[src/ascd_pkg.sv]
`default_nettype none
package ascd_pkg;

  localparam int NumRanges = 6;
  localparam int ValW      = 14;
  localparam int DvdW      = 23;
  localparam int NumCells  = DvdW;

  typedef logic [ValW-1:0] val_t;

  // scheme index into the alphabet table
  typedef enum logic [4:0] {
    SchDigits = 5'd0,  SchLower  = 5'd1,  SchLowDot  = 5'd2,  SchLatin  = 5'd3,
    SchLatNum = 5'd4,  SchLatDot = 5'd5,  SchLatNDot = 5'd6,  SchLatAll = 5'd7,
    SchPrint  = 5'd8,  SchPrintS = 5'd9,  SchCyrLow  = 5'd10, SchCyrDot = 5'd11,
    SchCyr    = 5'd12, SchCyrAll = 5'd13, SchMixA    = 5'd14, SchMixB   = 5'd15,
    SchByte   = 5'd16, SchBmp12  = 5'd17, SchWide    = 5'd18
  } scheme_e;

  localparam logic [15:0] IdByte  = 16'hff00;
  localparam logic [15:0] IdBmp12 = 16'hff01;

  typedef struct packed {
    logic [2:0]                cnt;
    logic [NumRanges-1:0][ValW-1:0] lo;
    logic [NumRanges-1:0][ValW-1:0] hi;
    val_t                      len;
    val_t                      p23;  // 2^23 mod len
  } alpha_t;

  // one link of the remainder chain
  typedef struct packed {
    logic            valid;
    logic            req;
    logic            hit;
    logic            neg;
    scheme_e         sch;
    val_t            m;
    val_t            rem;
    logic [DvdW-1:0] dvd;
  } cell_t;

  function automatic scheme_e scheme_idx_f(logic [15:0] id);
    scheme_e s;
    if (id[15:4] == 12'd0) s = scheme_e'({1'b0, id[3:0]});
    else if (id == IdByte) s = SchByte;
    else if (id == IdBmp12) s = SchBmp12;
    else s = SchWide;
    return s;
  endfunction

  function automatic val_t range_len_f(alpha_t a, int i);
    return val_t'(a.hi[i] - a.lo[i] + val_t'(1));
  endfunction

  function automatic alpha_t alpha_f(scheme_e s);
    alpha_t a;
    a = '0;
    unique case (s)
      SchDigits: begin
        a.cnt = 3'd1; a.lo[0] = 14'h30; a.hi[0] = 14'h39; a.p23 = 14'd8;
      end
      SchLower: begin
        a.cnt = 3'd1; a.lo[0] = 14'h61; a.hi[0] = 14'h7a; a.p23 = 14'd20;
      end
      SchLowDot: begin
        a.cnt = 3'd2; a.lo[0] = 14'h61; a.hi[0] = 14'h7a;
        a.lo[1] = 14'h2e; a.hi[1] = 14'h2e; a.p23 = 14'd5;
      end
      SchLatin: begin
        a.cnt = 3'd2; a.lo[0] = 14'h61; a.hi[0] = 14'h7a;
        a.lo[1] = 14'h41; a.hi[1] = 14'h5a; a.p23 = 14'd20;
      end
      SchLatNum: begin
        a.cnt = 3'd3; a.lo[0] = 14'h61; a.hi[0] = 14'h7a;
        a.lo[1] = 14'h41; a.hi[1] = 14'h5a;
        a.lo[2] = 14'h30; a.hi[2] = 14'h39; a.p23 = 14'd8;
      end
      SchLatDot: begin
        a.cnt = 3'd3; a.lo[0] = 14'h61; a.hi[0] = 14'h7a;
        a.lo[1] = 14'h41; a.hi[1] = 14'h5a;
        a.lo[2] = 14'h2e; a.hi[2] = 14'h2e; a.p23 = 14'd33;
      end
      SchLatNDot: begin
        a.cnt = 3'd4; a.lo[0] = 14'h61; a.hi[0] = 14'h7a;
        a.lo[1] = 14'h41; a.hi[1] = 14'h5a;
        a.lo[2] = 14'h30; a.hi[2] = 14'h39;
        a.lo[3] = 14'h2e; a.hi[3] = 14'h2e; a.p23 = 14'd32;
      end
      SchLatAll: begin
        a.cnt = 3'd6; a.lo[0] = 14'h61; a.hi[0] = 14'h7a;
        a.lo[1] = 14'h41; a.hi[1] = 14'h5a;
        a.lo[2] = 14'h30; a.hi[2] = 14'h39;
        a.lo[3] = 14'h2e; a.hi[3] = 14'h2e;
        a.lo[4] = 14'h21; a.hi[4] = 14'h21;
        a.lo[5] = 14'h20; a.hi[5] = 14'h20; a.p23 = 14'd33;
      end
      SchPrint: begin
        a.cnt = 3'd1; a.lo[0] = 14'h21; a.hi[0] = 14'h7e; a.p23 = 14'd48;
      end
      SchPrintS: begin
        a.cnt = 3'd1; a.lo[0] = 14'h20; a.hi[0] = 14'h7e; a.p23 = 14'd13;
      end
      SchCyrLow: begin
        a.cnt = 3'd1; a.lo[0] = 14'h430; a.hi[0] = 14'h44f; a.p23 = 14'd0;
      end
      SchCyrDot: begin
        a.cnt = 3'd2; a.lo[0] = 14'h430; a.hi[0] = 14'h44f;
        a.lo[1] = 14'h2e; a.hi[1] = 14'h2e; a.p23 = 14'd8;
      end
      SchCyr: begin
        a.cnt = 3'd2; a.lo[0] = 14'h430; a.hi[0] = 14'h44f;
        a.lo[1] = 14'h410; a.hi[1] = 14'h42f; a.p23 = 14'd0;
      end
      SchCyrAll: begin
        a.cnt = 3'd5; a.lo[0] = 14'h430; a.hi[0] = 14'h44f;
        a.lo[1] = 14'h410; a.hi[1] = 14'h42f;
        a.lo[2] = 14'h2e; a.hi[2] = 14'h2e;
        a.lo[3] = 14'h21; a.hi[3] = 14'h21;
        a.lo[4] = 14'h20; a.hi[4] = 14'h20; a.p23 = 14'd7;
      end
      SchMixA, SchMixB: begin
        a.cnt = 3'd3; a.lo[0] = 14'h20; a.hi[0] = 14'h7e;
        a.lo[1] = 14'h430; a.hi[1] = 14'h44f;
        a.lo[2] = 14'h410; a.hi[2] = 14'h42f; a.p23 = 14'd86;
      end
      SchByte: begin
        a.cnt = 3'd1; a.lo[0] = 14'h20; a.hi[0] = 14'hff; a.p23 = 14'd32;
      end
      SchBmp12: begin
        a.cnt = 3'd1; a.lo[0] = 14'h20; a.hi[0] = 14'hfff; a.p23 = 14'd512;
      end
      default: begin
        a.cnt = 3'd1; a.lo[0] = 14'h20; a.hi[0] = 14'h32ff; a.p23 = 14'd1152;
      end
    endcase
    a.len = '0;
    for (int i = 0; i < NumRanges; i++) begin
      if (3'(i) < a.cnt) a.len = val_t'(a.len + range_len_f(a, i));
    end
    return a;
  endfunction

endpackage
`default_nettype wire

[src/ascd_front.sv]
`default_nettype none
module ascd_front (
  input  wire logic                  clk_i,
  input  wire logic                  rst_ni,
  input  wire logic                  en_i,
  input  wire logic                  valid_i,
  input  wire logic                  req_type_i,
  input  wire logic [15:0]           scheme_type_i,
  input  wire logic [20:0]           symbol_or_index_i,
  input  wire logic signed [15:0]    shift_i,
  output ascd_pkg::cell_t            cell_o
);

  ascd_pkg::scheme_e sch;
  ascd_pkg::alpha_t  a;
  ascd_pkg::val_t    base, pos;
  logic              hit;
  logic [20:0]       a0;
  logic [ascd_pkg::DvdW-1:0] v;
  ascd_pkg::cell_t   cell_d, cell_q;

  always_comb begin
    sch  = ascd_pkg::scheme_idx_f(scheme_type_i);
    a    = ascd_pkg::alpha_f(sch);
    base = '0;
    pos  = '0;
    hit  = 1'b0;
    // first range holding the symbol wins
    for (int i = 0; i < ascd_pkg::NumRanges; i++) begin
      if (3'(i) < a.cnt && !hit && symbol_or_index_i >= {7'd0, a.lo[i]}
          && symbol_or_index_i <= {7'd0, a.hi[i]}) begin
        pos = ascd_pkg::val_t'(base + symbol_or_index_i[13:0] - a.lo[i]);
        hit = 1'b1;
      end
      base = ascd_pkg::val_t'(base + ascd_pkg::range_len_f(a, i));
    end
    a0 = req_type_i ? symbol_or_index_i : {7'd0, pos};
    v  = {2'b00, a0} + {{7{shift_i[15]}}, shift_i};
    cell_d.valid = valid_i;
    cell_d.req   = req_type_i;
    cell_d.hit   = req_type_i | hit;
    cell_d.neg   = v[ascd_pkg::DvdW-1];
    cell_d.sch   = sch;
    cell_d.m     = a.len;
    cell_d.rem   = '0;
    cell_d.dvd   = v;
  end

  always_ff @(posedge clk_i or negedge rst_ni) begin
    if (!rst_ni) begin
      cell_q <= '0;
    end else if (en_i) begin
      cell_q <= cell_d;
    end
  end

  assign cell_o = cell_q;

endmodule
`default_nettype wire

[src/ascd_cell.sv]
`default_nettype none
module ascd_cell (
  input  wire logic            clk_i,
  input  wire logic            rst_ni,
  input  wire logic            en_i,
  input  ascd_pkg::cell_t      cell_i,
  output ascd_pkg::cell_t      cell_o
);

  logic [ascd_pkg::ValW:0] r2, diff;
  ascd_pkg::cell_t         cell_d, cell_q;

  // one restoring step: bring in the next dividend bit
  always_comb begin
    r2     = {cell_i.rem, cell_i.dvd[ascd_pkg::DvdW-1]};
    diff   = r2 - {1'b0, cell_i.m};
    cell_d = cell_i;
    cell_d.rem = diff[ascd_pkg::ValW] ? r2[ascd_pkg::ValW-1:0] : diff[ascd_pkg::ValW-1:0];
    cell_d.dvd = {cell_i.dvd[ascd_pkg::DvdW-2:0], 1'b0};
  end

  always_ff @(posedge clk_i or negedge rst_ni) begin
    if (!rst_ni) begin
      cell_q <= '0;
    end else if (en_i) begin
      cell_q <= cell_d;
    end
  end

  assign cell_o = cell_q;

endmodule
`default_nettype wire

[src/ascd_back.sv]
`default_nettype none
module ascd_back (
  input  wire logic          clk_i,
  input  wire logic          rst_ni,
  input  wire logic          en_i,
  input  ascd_pkg::cell_t    cell_i,
  output logic               valid_o,
  output logic [13:0]        result_value_o,
  output logic               found_o,
  output logic [13:0]        alphabet_length_o
);

  ascd_pkg::alpha_t a;
  logic [ascd_pkg::ValW:0] t;
  ascd_pkg::val_t   p, base, ln, value;
  logic             done;
  logic             valid_q, found_q;
  ascd_pkg::val_t   value_q, len_q;

  always_comb begin
    a = ascd_pkg::alpha_f(cell_i.sch);
    // undo the 2^23 offset of a negative sum
    t = {1'b0, cell_i.rem} - {1'b0, a.p23};
    if (t[ascd_pkg::ValW]) t = t + {1'b0, cell_i.m};
    p = cell_i.neg ? t[ascd_pkg::ValW-1:0] : cell_i.rem;
    base  = '0;
    done  = 1'b0;
    value = '0;
    if (cell_i.req) begin
      for (int i = 0; i < ascd_pkg::NumRanges; i++) begin
        ln = ascd_pkg::range_len_f(a, i);
        if (3'(i) < a.cnt && !done && p < ascd_pkg::val_t'(base + ln)) begin
          value = ascd_pkg::val_t'(a.lo[i] + p - base);
          done  = 1'b1;
        end
        base = ascd_pkg::val_t'(base + ln);
      end
    end else begin
      ln    = '0;
      value = cell_i.hit ? p : '0;
    end
  end

  always_ff @(posedge clk_i or negedge rst_ni) begin
    if (!rst_ni) begin
      valid_q <= 1'b0;
    end else if (en_i) begin
      valid_q <= cell_i.valid;
    end
  end

  always_ff @(posedge clk_i) begin
    if (en_i) begin
      value_q <= value;
      found_q <= cell_i.hit;
      len_q   <= cell_i.m;
    end
  end

  assign valid_o           = valid_q;
  assign result_value_o    = value_q;
  assign found_o           = found_q;
  assign alphabet_length_o = len_q;

endmodule
`default_nettype wire

[src/alphabet_shift_encode_decode.sv]
// shift encoder and decoder over fixed symbol alphabets
// input channel: in_valid_i / in_ready_o with req_type_i (0 encode, 1 decode),
//   scheme_type_i (alphabet id), symbol_or_index_i and signed shift_i
// output channel: out_valid_o / out_ready_i with result_value_o, found_o and
//   alphabet_length_o, one result item per input item, in order
// pipeline: front stage loaded at the accepting edge, then 23 cells of the remainder
//   chain and the output register that drives out_valid_o
// throughput: one item per cycle; the chain resolves one dividend bit per cell
// stall: the whole pipeline holds while a result waits and out_ready_i is low;
//   in_ready_o then drops, so nothing is lost or repeated
// reset: rst_ni clears all valid bits; the block is ready in the first cycle
`default_nettype none
module alphabet_shift_encode_decode (
  input  wire logic               clk_i,
  input  wire logic               rst_ni,
  input  wire logic               in_valid_i,
  output logic                    in_ready_o,
  input  wire logic               req_type_i,
  input  wire logic [15:0]        scheme_type_i,
  input  wire logic [20:0]        symbol_or_index_i,
  input  wire logic signed [15:0] shift_i,
  output logic                    out_valid_o,
  input  wire logic               out_ready_i,
  output logic [13:0]             result_value_o,
  output logic                    found_o,
  output logic [13:0]             alphabet_length_o
);

  // pipeline advances whenever the output slot is free or being emptied
  logic en;
  ascd_pkg::cell_t chain [ascd_pkg::NumCells+1];

  assign en         = !out_valid_o || out_ready_i;
  assign in_ready_o = en;

  // position lookup and signed sum
  ascd_front u_front (
    .clk_i, .rst_ni, .en_i(en), .valid_i(in_valid_i && en),
    .req_type_i, .scheme_type_i, .symbol_or_index_i, .shift_i,
    .cell_o(chain[0])
  );

  // modulo by alphabet length, one bit per cell
  for (genvar k = 0; k < ascd_pkg::NumCells; k++) begin : g_cell
    ascd_cell u_cell (
      .clk_i, .rst_ni, .en_i(en), .cell_i(chain[k]), .cell_o(chain[k+1])
    );
  end

  // sign fixup, map an index back to a code point on decode, output register
  ascd_back u_back (
    .clk_i, .rst_ni, .en_i(en), .cell_i(chain[ascd_pkg::NumCells]),
    .valid_o(out_valid_o), .result_value_o, .found_o, .alphabet_length_o
  );

endmodule
`default_nettype wire
[config.mk]
export PLATFORM = sky130hd
export DESIGN_NAME = alphabet_shift_encode_decode
export DESIGN_NICKNAME = d
export VERILOG_FILES = /design/src/ascd_pkg.sv /design/src/ascd_front.sv /design/src/ascd_cell.sv /design/src/ascd_back.sv /design/src/alphabet_shift_encode_decode.sv
export SDC_FILE = /design/constraint.sdc
export NUM_CORES = 2
export LEC_CHECK = 0
export CAP_MARGIN = 20
export CORE_UTILIZATION = 40
export DETAILED_ROUTE_END_ITERATION = 10
export DONT_BUFFER_PORTS = 1
export GPL_TIMING_DRIVEN = 1
export PLACE_DENSITY = 0.51
export SLEW_MARGIN = 10
export SYNTH_ARGS = -nofsm -noshare
export SYNTH_HDL_FRONTEND = slang
export SYNTH_HIERARCHICAL = 1
export SYNTH_SLANG_ARGS = --single-unit
[constraint.sdc]
create_clock -name clk_i -period 33.7 [get_ports clk_i]
set_input_delay 6.74 -clock clk_i [delete_from_list [all_inputs] [get_ports clk_i]]
set_output_delay 6.74 -clock clk_i [all_outputs]
set_load 0.01 [all_outputs]
**Word level (Yosys, flattened, before mapping)**

Index checks and enable logic that the tools add are counted.

- Equal/unequal tests: 36
- Mux-type cells: 86
- Bitwise operators: 1
- Add/sub/neg operators: 86
- Divide/modulo/power cells: 0
- Reduce and logical (&&, ||, !) cells: 73
- Shifts and indexed selects: 0
- Magnitude comparators: 30
- Multipliers: 0

Operator list:

| kind | count |
|---|---|
| $mux 14 | 45 |
| $sub 15x14->15 | 22 |
| $add 14x14->14 | 20 |
| $pmux 11 s4 | 6 |
| $add 14x1->14 const B | 12 |
| $pmux 14 s6 | 2 |
| $pmux 11 s3 | 4 |
| $pmux 11 s11 | 1 |
| $lt 14x14->1 | 6 |
| $eq 5x4->1 const B | 16 |
| $sub 14x11->14 | 5 |
| $sub 14x14->14 | 5 |
| $ge 21x11->1 | 3 |
| $ge 21x6->1 | 3 |
| $le 21x6->1 | 3 |
| $pmux 6 s2 | 4 |
| $sub 11x11->12 | 4 |
| $add 11x14->14 | 3 |
| $add 6x14->14 | 3 |
| $le 21x11->1 | 2 |
| $sub 14x6->14 | 3 |
| $sub 6x6->7 | 6 |
| $eq 5x3->1 const B | 8 |
| $eq 16x16->1 const B | 2 |
| 27 further kinds | 124 |

- Output and inout bits: 31
- Memories: 0
- Memory bits (read-only): 0
- Bits in latches: 0
- Flip-flop bits (word level): 1180
- RAM bits: 0

**Depth between registers and ports, before layout**

- Depth in word-level cells: 38
- Gate-level depth with buffers: 56

**Hierarchy**

The synthesis kept the hierarchy.

By module, submodules not included:

| module | instances | seq. area each (µm²) | cells an instance | area an instance (µm²) |
|---|---|---|---|---|
| ascd_cell (g_cell[12].u_cell ...) | 20 | 1476.4 | 268 | 3095.5 |
| ascd_front | 1 | 1126.1 | 1846 | 14144.8 |
| ascd_back | 1 | 895.9 | 1578 | 12589.6 |
| ascd_cell (g_cell[0].u_cell ...) | 3 | 1476.4 | 272 | 3155.5 |
| alphabet_shift_encode_decode | 1 | 0.0 | 2 | 22.5 |

**Least setup slack after synthesis**

No wires, ideal clock.

- Kind: input port to flip-flop
- From: input scheme_type_i[5]
- To: register u_front.cell_q, in the netlist u_front/cell_o[19]
- Arrival time: 15.483 ns
- Stages on the path: 44
- Setup time: 0.125 ns
- Path slack: 18.092 ns
- Path through: or4_4 > buf_6 > nor4_4 > o21ai_0 > ha_1 > ha_1 > ha_1 > o31a_1 > o21a_1 > o21a_1 > o21ai_0 > nand2b_1 > xnor2_1 > ha_1 > nand3_1 > nand2_1 > a41o_1 > nor2_1 > [... 8 more ...] > xnor2_1 > ha_1 > inv_1 > ha_1 > ha_1 > o41ai_1 > xnor2_1 > or2_0 > nand3_1 > a41oi_1 > ha_1 > nand3_1 > o31ai_1 > nor4_1 > nor3_1 > a211oi_1 > xnor2_1 > mux2_2

- Longest elaborated chain between the ends: 38
- Elaborated cells between the ends (all ways): 124

Ends and longest elaborated chain:

| element | line | RTL |
|---|---|---|
| start, declared | alphabet_shift_encode_decode.sv:19 | `input wire logic [15:0] scheme_type_i,` |
| $eq 16x16->1 | ascd_pkg.sv:47 | `else if (id == IdBmp12) s = SchBmp12;` |
| $mux 2 | ascd_pkg.sv:47 |  |
| $mux 5 | ascd_pkg.sv:46 | `else if (id == IdByte) s = SchByte;` |
| $mux 5 * | ascd_pkg.sv:45 | `if (id[15:4] == 12'd0) s = scheme_e'({1'b0, id[3:0]});` |
| branches (longest 31 deep; another with $sub 14x11->14) | n/a |  |
| $mux 14 * | ascd_front.sv:30 | `if (3'(i) < a.cnt && !hit && symbol_or_index_i >= {7'd0, a.lo[i]}` |
| $mux 21 * | ascd_front.sv:37 | `a0 = req_type_i ? symbol_or_index_i : {7'd0, pos};` |
| $add 22x16->23 * | ascd_front.sv:38 | `v = {2'b00, a0} + {{7{shift_i[15]}}, shift_i};` |
| end signal, assigned | ascd_front.sv:53 | `cell_q <= cell_d;` |
| end, declared | ascd_front.sv:20 | `ascd_pkg::cell_t cell_d, cell_q;` |

Mark *: on every way between the ends.
A chain may end at the register's enable or synchronous reset.

**Final worst setup path**

- From: input scheme_type_i[5]
- To: register u_front.cell_q, in the netlist u_front/cell_o[21]

Same word-level chain as after synthesis.

==> flow_summary.json <==
{
  "relSlewSlack": 0.225,
  "area.growth.synth_to_final_pct": 8.67,
  "synth-warning-count": 6,
  "design.die.area_um2": 223000,
  "p_leak_nw": 43.8,
  "post-dp-hpwl_um": 175000,
  "placeableCoreArea_um2": 220000,
  "timing.critical_path.to_type": "flop",
  "worstPathArrival_ns": 17.26,
  "worst_setup_path_start_kind": "input port",
  "postCtsSetupRepairBufs": 0,
  "grt_usage": 0.204,
  "drv_slew": 0,
  "clock_latency_ns": 0.80,
  "postCtsResizedCells": 0,
  "antenna_found_initial": 6,
  "global_route.usage.met3": 0.0276,
  "post-route-period-util": 0.494,
  "fin_worst_skew_ns": 0.0751,
  "routed_wirelength_um": 228000,
  "crit_path_top_delay_cell": "sky130_fd_sc_hd__o21ai_0",
  "die_height_um": 473,
  "global_route_track_usage_on_met1": 0.292,
  "detail_route.iter0.violations": 3832,
  "layout-drive-gt1-share": 0.153,
  "post-route-drc-count": 0,
  "ioPinCount": 89,
  "cts_htree_levels": 4,
  "gr-max-usage-layer": "met2",
  "placement.cell_area_um2": 91200,
  "vdd.ir_drop.worst_v": 0.000154,
  "wl_per_cell_um": 19.1,
  "syn-instance-count": 9036,
  "rsz0062_at_grt": "no",
  "cts-root-to-sink-buffers": 3,
  "groute.layer.met2.usage": 0.323,
  "clkTransAtPathRegs_ns": 0.06,
  "grt_pass1_vias": 64000,
  "finalInstanceArea_um2": 96300,
  "post_synthesis_instance_area_um2": 88600,
  "max_cap_violations": 0,
  "finalNetCount": 9918,
  "clockRootBuffer": "sky130_fd_sc_hd__clkbuf_16",
  "timing_worst_slew_pin_value_ns": 1.16,
  "top_library_cells_by_usage_in_the_layout_fill_and_taps_aside": "sky130_fd_sc_hd__dfrtp_1 (1150), sky130_fd_sc_hd__ha_1 (843), sky130_fd_sc_hd__mux2_2 (820), sky130_fd_sc_hd__inv_1 (770), sky130_fd_sc_hd__nor2_1 (710)",
  "postSynthAreaPerCell_um2": 9.81,
  "placement_rows": 172,
  "grt_overflow": 0,
  "min-delay-path-class": "flop to flop",
  "worst_path_most_repeated_cell": "sky130_fd_sc_hd__ha_1",
  "vias_after_detailed_routing": 64900,
  "vias_per_cell": 5.42,
  "run_status": "finished clean",
  "crit_path_max_fanout": 7,
  "cts-hold-fix-buffers": 0,
  "grt_max_degree": 245,
  "final_hold_viol_count": 0,
  "timing.critical_path.required_ns": 34.33,
  "drt_first_pass_iters": 6,
  "cts_made_buffers": 140,
  "critPathKind": "input port to flop",
  "global_route_wire_length_before_repair_um": 369000,
  "powerDensity_nw_per_um2": 113,
  "max_clock_freq_mhz": 60.1,
  "final.setup.tns_ns": 0,
  "cts_num_sinks": 1179,
  "min_period_ns": 16.63,
  "initial_util": 0.403,
  "antenna_left": 0,
  "tritoncts": "done",
  "setup-violations-final": 0,
  "routabilityCongestion": 0.904,
  "final_common_cell": "sky130_fd_sc_hd__dfrtp_1",
  "die_width_um": 473,
  "port-buffer-count": 0,
  "worst_path_largest_cell_delay_ns": 0.60
}
power by group:
group	internal (mW)	switching, mW
clock network	0.974	0.641
registers	1.98	0.432
logic	3.09	3.74
stage by stage:
step / worst slack, ns / power [mW] / hold slack [ns] / utilization / cells
2_1_floorplan: 18.09 / 7.74 / 0.449 / - / 9052
3_3_place_gp: 16.40 / 9.13 / 0.478 / 0.415 / 11700
3_5_place_dp: 16.34 / 9.26 / 0.469 / 0.415 / 11700
4_1_cts: 17.16 / 11.0 / 0.465 / 0.438 / 12000
5_1_grt: 16.40 / 11.9 / 0.498 / 0.438 / 12000
6_report: 17.07 / 10.9 / 0.475 / 0.438 / 12000
worst paths after layout:
| kind | from | end | slack [ns] | depth (start not counted) |
|---|---|---|---|---|
| setup / recovery | scheme_type_i[5] | u_front/cell_o[21] | 17.07 | 42 |
| hold / removal | g_cell[13].u_cell/cell_o[55] | g_cell[14].u_cell/cell_o[55] | 0.48 | 1 |
| setup reg to reg | g_cell[22].u_cell/cell_o[52] | u_back/result_value_o[2] | 19.74 | 53 |
| hold reg to reg | g_cell[13].u_cell/cell_o[55] | g_cell[14].u_cell/cell_o[55] | 0.48 | 1 |
| max in group asynchronous | rst_ni | g_cell[11].u_cell/cell_o[25] | 24.57 | 4 |
| min in group asynchronous | rst_ni | g_cell[22].u_cell/cell_o[36] | 5.64 | 0 |
final cells by class:
type / count / area, um^2
multi-input combinational: 6736 / 54300
fill: 21200 / 124000
antenna: 3 / 7.51
tap: 2958 / 3700
clock inverter: 56 / 950
inverter: 776 / 2920
clock buffer: 200 / 4090
timing repair buffer: 71 / 716
sequential: 1179 / 29600
worst max-delay path, delay by kind of cell:
kind	cells	cell delay, ns
AO/OA/AOI/OAI	15	3.77
buffers and inverters	1	0.05
AND/OR/NAND/NOR	12	3.01
XOR/XNOR	5	0.95
adder cells (fa/ha/maj)	9	2.75
registers in the layout, summed over array words and instances, names as in the netlist:
name                      cells
u_back/result_value_o        14
u_back/valid_o                1
g_cell.u_cell/cell_o       1104
u_back/found_o                1
u_back/alphabet_length_o     14
u_front/cell_o               45
layer usage:
layer,wire [um],vias up
li1,-,31900
met5,13,-
met4,5580,2
met3,9000,290
met2,102000,1224
met1,112000,31500
Note: power is estimated with default switching activity, not from simulation.
